File: config.mk
export PLATFORM = sky130hd
export DESIGN_NAME = iomh_classify
export DESIGN_NICKNAME = d
export VERILOG_FILES = /design/src/hw/rtl/iomh_pkg.sv /design/src/hw/rtl/iomh_classify.sv
export SDC_FILE = /design/constraint.sdc
export NUM_CORES = 1
export LEC_CHECK = 0
export ABC_AREA = 1
export BUFFER_PORTS_ARGS = -buffer_cell sky130_fd_sc_hd__buf_4
export CAP_MARGIN = 20
export CORE_AREA = 3 3 40 42
export DETAILED_ROUTE_END_ITERATION = 10
export DIE_AREA = 0 0 43 45
export PLACE_DENSITY = 0.79
export SLEW_MARGIN = 15
export SYNTH_ARGS = -nofsm -noshare
export SYNTH_HDL_FRONTEND = slang
export SYNTH_SLANG_ARGS = --single-unit
File: constraint.sdc
create_clock -name vclk -period 8.8
set_input_delay 2.64 -clock vclk [all_inputs]
set_output_delay 2.64 -clock vclk [all_outputs]
set_load 0.1 [all_outputs]
File: src/hw/rtl/iomh_pkg.sv
// Shared types and constants for the instruction operand mode histogram.
// Holds the channel payload structs, the store geometry and the class codes.
// No dependencies.
`default_nettype none

package iomh_pkg;

  // Store geometry
  localparam int INSTR_KINDS  = 128;
  localparam int CLASS_COUNT  = 80;
  localparam int KIND_STRIDE  = CLASS_COUNT * CLASS_COUNT;
  localparam int STORE_DEPTH  = INSTR_KINDS * KIND_STRIDE;
  localparam int ADDR_W       = $clog2(STORE_DEPTH);
  localparam int CNT_W        = 32;
  localparam int CLASS_W      = 7;

  // Command codes
  localparam logic CMD_COUNT = 1'b0;
  localparam logic CMD_READ  = 1'b1;

  // Operand class codes
  localparam logic [CLASS_W-1:0] CLASS_NONE    = 7'd0;
  localparam logic [CLASS_W-1:0] CLASS_ERROR   = 7'd1;
  localparam logic [CLASS_W-1:0] CLASS_REG     = 7'd2;
  localparam logic [CLASS_W-1:0] CLASS_REG_REL = 7'd3;
  localparam logic [CLASS_W-1:0] CLASS_INDEXED = 7'd16;

  localparam logic [15:0] CODE_NONE = 16'hFFFF;

  typedef struct packed {
    logic        cmd;
    logic [7:0]  instr_kind;
    logic [15:0] first_operand_code;
    logic [15:0] second_operand_code;
    logic [6:0]  read_class_first;
    logic [6:0]  read_class_second;
  } in_item_t;

  typedef struct packed {
    logic [31:0] counter_value;
    logic [6:0]  class_first;
    logic [6:0]  class_second;
    logic        accepted;
  } out_item_t;

endpackage

`default_nettype wire

File: src/hw/rtl/iomh_classify.sv
// Operand addressing code classifier: maps a raw 16-bit code to one of
// 80 operand classes. Depends on iomh_pkg.
`default_nettype none

module iomh_classify (
  input  wire logic [15:0]                 code,
  output logic      [iomh_pkg::CLASS_W-1:0] op_class
);

  // Class of a 5-bit base value; indexed-within-indexed counts as error
  function automatic logic [iomh_pkg::CLASS_W-1:0] base_class(input logic [4:0] b);
    logic [iomh_pkg::CLASS_W-1:0] res;
    if (b <= 5'd7) begin
      res = iomh_pkg::CLASS_REG;
    end else if (b <= 5'd15) begin
      res = iomh_pkg::CLASS_REG_REL;
    end else if (b <= 5'd27) begin
      res = 7'({2'b00, b} - 7'd12);
    end else begin
      res = iomh_pkg::CLASS_ERROR;
    end
    return res;
  endfunction

  logic [7:0] low_byte;
  logic       is_simple;
  logic       is_indexed;

  assign low_byte   = code[7:0];
  assign is_simple  = (code[15:5] == 11'd0) && (code[4:0] <= 5'd27);
  assign is_indexed = (low_byte >= 8'd28) && (low_byte <= 8'd31);

  // Scale term: low byte 28..31 gives scale 0..3 from its two low bits
  always_comb begin
    priority if (code == iomh_pkg::CODE_NONE) begin
      op_class = iomh_pkg::CLASS_NONE;
    end else if (is_simple) begin
      op_class = base_class(code[4:0]);
    end else if (is_indexed) begin
      op_class = iomh_pkg::CLASS_INDEXED + {1'b0, low_byte[1:0], 4'd0}
                 + base_class(code[15:11]);
    end else begin
      op_class = iomh_pkg::CLASS_ERROR;
    end
  end

endmodule

`default_nettype wire

== Yosys cells after proc, flatten, opt, wreduce, memory -nomap -nowiden ==
Cells that the tools add are included.
Cells by class
  $lt $le $gt $ge: 8
  reductions and logical operators: 3
  equal/unequal tests: 1
  multiplexer cells: 12
  add/subtract/negate cells: 4
Operator list (number)
  $mux 7: 12
  $eq 16x16->1 const B: 1
  $sub 5x4->6 const B: 2
  $logic_not 11->1: 1
  $le 5x3->1 const B: 2
  $le 5x4->1 const B: 2
  $le 5x5->1 const B: 2
  $ge 8x5->1 const B: 1
  $le 8x5->1 const B: 1
  $add 5x6->7 const A: 1
  $add 7x7->7: 1
  $logic_and 1x1->1: 2
Storage, ports and cells
  register bits after elaboration: 0
  output and inout port bits: 7

== Longest topological paths before layout ==
  depth after elaboration: 11
  mapped depth: 12
  depth with buffers taken out: 12

== Worst setup path before layout ==
No wires, ideal clock.
  path kind: input-to-output
  from: input port code[13]
  to: output port op_class[3] (netlist name)
  stages: 8
  setup slack: 1.409 ns
  arrival: 4.751 ns
  required time: 6.160 ns
  cells stage by stage: inv_1 -> ha_1 -> nand3_1 -> nand3_2 -> nand2_1 -> nor2_2 -> nand2_1 -> a21oi_1
Between the ends
  word-level cells in the longest chain between the ends: 11
  elaborated cells on any way between the ends: 17
  those cells by class: 2 x add/sub; 3 x order compare; 1 x eq/ne; 9 x mux; 2 x reduce/logical
RTL lines
  from (decl): RTL line iomh_classify.sv:6  | input wire logic [15:0] code,
  $sub 5x4->6 or $le 5x5->1 (tied branches): RTL line iomh_classify.sv:18, iomh_classify.sv:17
  $mux 7: RTL line iomh_classify.sv:17  | end else if (b <= 5'd27) begin
  $mux 7: RTL line iomh_classify.sv:15  | end else if (b <= 5'd15) begin
  $mux 7: RTL line iomh_classify.sv:13  | if (b <= 5'd7) begin
  $mux 7: RTL line iomh_classify.sv:39  | end else if (is_indexed) begin
  $mux 7: RTL line iomh_classify.sv:37  | end else if (is_simple) begin
  $mux 7: RTL line iomh_classify.sv:35  | priority if (code == iomh_pkg::CODE_NONE) begin
  $add 7x7->7: RTL line iomh_classify.sv:41  | + base_class(code[15:11]);
  $mux 7: RTL line iomh_classify.sv:39
  $mux 7: RTL line iomh_classify.sv:37
  $mux 7 (*): RTL line iomh_classify.sv:35
  to (decl): RTL line iomh_classify.sv:7  | output logic [iomh_pkg::CLASS_W-1:0] op_class
Mark *: on every way between the ends. The rest lies on a longest branch, timed or not. The select of a mux whose other input is x is not followed.

== Final worst setup path ==
  from: input port code[13]
  to: output port op_class[6] (netlist name)
The elaborated chain is that of the path after synthesis.

==> out/qor.csv <==
stage,metric,value,unit
status,outcome,"finished, final reports clean",
timing,RSZ-0062 raised after global routing,no,
global_routing,vias in the first global route,699,
die,Die H,45,um
die,Die ar.,1940,um2
placement,I/O Buffers,23,
setup_path,CP arrival,4.39,ns
final_layout,# nets final,177,
global_routing,GRT Total Usage,17.6,%
timing,TNS Setup,0,ns
die,# rows,13,
timing,min Tclk post-route,7.03,ns
setup_path,crit path launch type,input pin,
final_layout,"commonest non-fill, non-tap cell in the layout",nand2_1,
die,Starting Density,50.8,%
drt,DR DRC count,0,
min_path,hold path cells,6,
timing,fmax,142,MHz
setup_path,kind of end point of the critical path,output port,
die,Die W,43,um
power,Max VDD drop,0.0000182,V
drt,Initial DRT Pass Iterations,4,
drt,Starting DRT DRC Count,14,
setup_path,critical path's largest stage delay,0.28,ns
drt,Wirelength per Cell,9.66,um
clock_tree,Post-CTS Hold Fix Bufs,0,
final_layout,area of the multi-input gates,544,um2
setup_path,most frequent CP cell,ha_1,
timing,Tcrit/Tclk final,79.9,%
global_routing,total congestion overflow,0,
min_path,worst hold path endpoint,op_class[1],
global_routing,first-pass GRT wire length,2.81,mm
flow_run,max-cap check violation count,0,
setup_path,WP data required,6.16,ns
setup_path,Worst Path Max Fanout,4,
setup_path,crit path kind,in -> out,
logic_synthesis,Mapped Cells,128,
final_layout,clock buf count,0,
final_layout,number of antenna diodes,0,
final_layout,Reg area,0,um2
final_layout,filler cell count,137,
final_layout,sequential cell count,0,
power,Pleak,0.508,nW
clock_tree,Post-CTS Resized,0,
die,IO Pins,23,
logic_synthesis,"Distinct cells, synth",19,
logic_synthesis,sequential fraction of the synthesis area,0,%
final_layout,Area Growth Syn to Fin,27.6,%
power,Power Dens Cells,34.3,nW/um2
timing,Final Hold Fails,0,
drt,final wirelength,1.59,mm
min_path,Min-Delay Startpoint,code[1],
drt,DR vias,828,
placement,DP HPWL,1.40,mm
drt,Routed Antenna Nets,0,
timing,fin. max-slew vios,0,
logic_synthesis,Syn Std Cell Area,653,um2
min_path,Hold WC Path Type,in -> out,
setup_path,"Buf+Inv Stages, Crit Path",4,
final_layout,layout cell share with drive strength beyond 1,22.7,%
setup_path,"CP delay by family, top",adder cells,
setup_path,"Slowest-stage cell, CP",buf_4,
logic_synthesis,syn_area_per_cell,5.10,um2
global_routing,initial antenna violation count,0,
setup_path,crit-path cells,buf_4 -> ha_1 -> nor2_1 -> a21oi_1 -> nor2_2 -> o211ai_1 -> ha_1 -> inv_1 -> ha_1 -> xor2_1 -> nand2_1 -> inv_1 -> buf_4,
timing,WHS,5.86,ns
logic_synthesis,yosys warns,0,
logic_synthesis,Syn Nets,153,
final_layout,most frequent cells in the layout,"nand2_1 (34), inv_1 (25), buf_4 (23)",
global_routing,largest net degree at the start of global routing,9,
timing,Final setup viols,0,
placement,GP Congestion,0.837,
clock_tree,setup bufs post-CTS,0,
die,Core ar.,1280,um2
drt,DR vias/cell,5.02,
## worst max path at each step
stage,from,to,slack (ns),depth (start not counted)
after floorplan,code[13],op_class[3],1.41,8
after global placement,code[13],op_class[6],1.81,13
after detailed placement,code[13],op_class[6],1.79,13
after CTS,code[13],op_class[6],1.78,13
after global routing,code[13],op_class[6],1.59,13
final,code[13],op_class[6],1.77,13
## cell usage after synthesis
cell type / instances / share of area (%)
nand2_1: 34 / 20
nor2_1: 21 / 12
o21ai_1: 3 / 2.3
buf_6: 1 / 1.7
nand3_4: 1 / 2.7
inv_1: 25 / 14
a21oi_1: 4 / 3.1
inv_2: 1 / 0.57
xor2_1: 1 / 1.3
o21ai_0: 2 / 1.5
nand3_1: 8 / 6.1
nand2_2: 3 / 2.9
nor2_2: 4 / 3.8
nand4_1: 3 / 2.9
conb_1: 1 / 0.57
o211ai_1: 1 / 1.1
nand3_2: 2 / 3.1
ha_1: 9 / 17
nor3_1: 4 / 3.1
## per-layer routing
| layer | share of wire (%) | track usage [%] | wire [um] |
|---|---|---|---|
| met5 | 0 | 0 | 0 |
| met4 | 0 | 0 | 0 |
| met3 | 4.8 | 0 | 77 |
| met2 | 47 | 31.4 | 749 |
| met1 | 48 | 25.5 | 767 |
## cell families after synthesis
| group | after synthesis | synth area share (%) |
|---|---|---|
| other | 1 | 0.574 |
| XOR/XNOR | 1 | 1.34 |
| adder cells (fa/ha/maj) | 9 | 17.2 |
| AND/OR/NAND/NOR | 80 | 56.1 |
| AO/OA/AOI/OAI | 10 | 8.05 |
| buffers and inverters | 27 | 16.7 |
## per-stage QoR
step                      total power, mW  instances  util, %  cell area (um2)  worst slack (ns)
final                              0.0286        165     64.8              833              1.77
after global routing               0.0326        165     64.8              833              1.59
after CTS                          0.0285        165     64.8              833              1.78
after detailed placement           0.0285        165     64.8              833              1.79
after global placement             0.0280        165     64.8              833              1.81
after floorplan                    0.0174        128        -              653              1.41
## cell type report
type / instances / area share (%)
Inverter: 26 / 11.7
Multi-Input combinational cell: 101 / 65.3
Tap cell: 15 / 2.25
Timing Repair Buffer: 23 / 20.7
## power breakdown
part	total (mW)	switching [mW]	internal (mW)
Sequential	0	0	0
Clock	0	0	0
Combinational	0.0286	0.0170	0.0116
Total	0.0286	0.0170	0.0116
No activity file was read; power rests on OpenSTA's default activity.
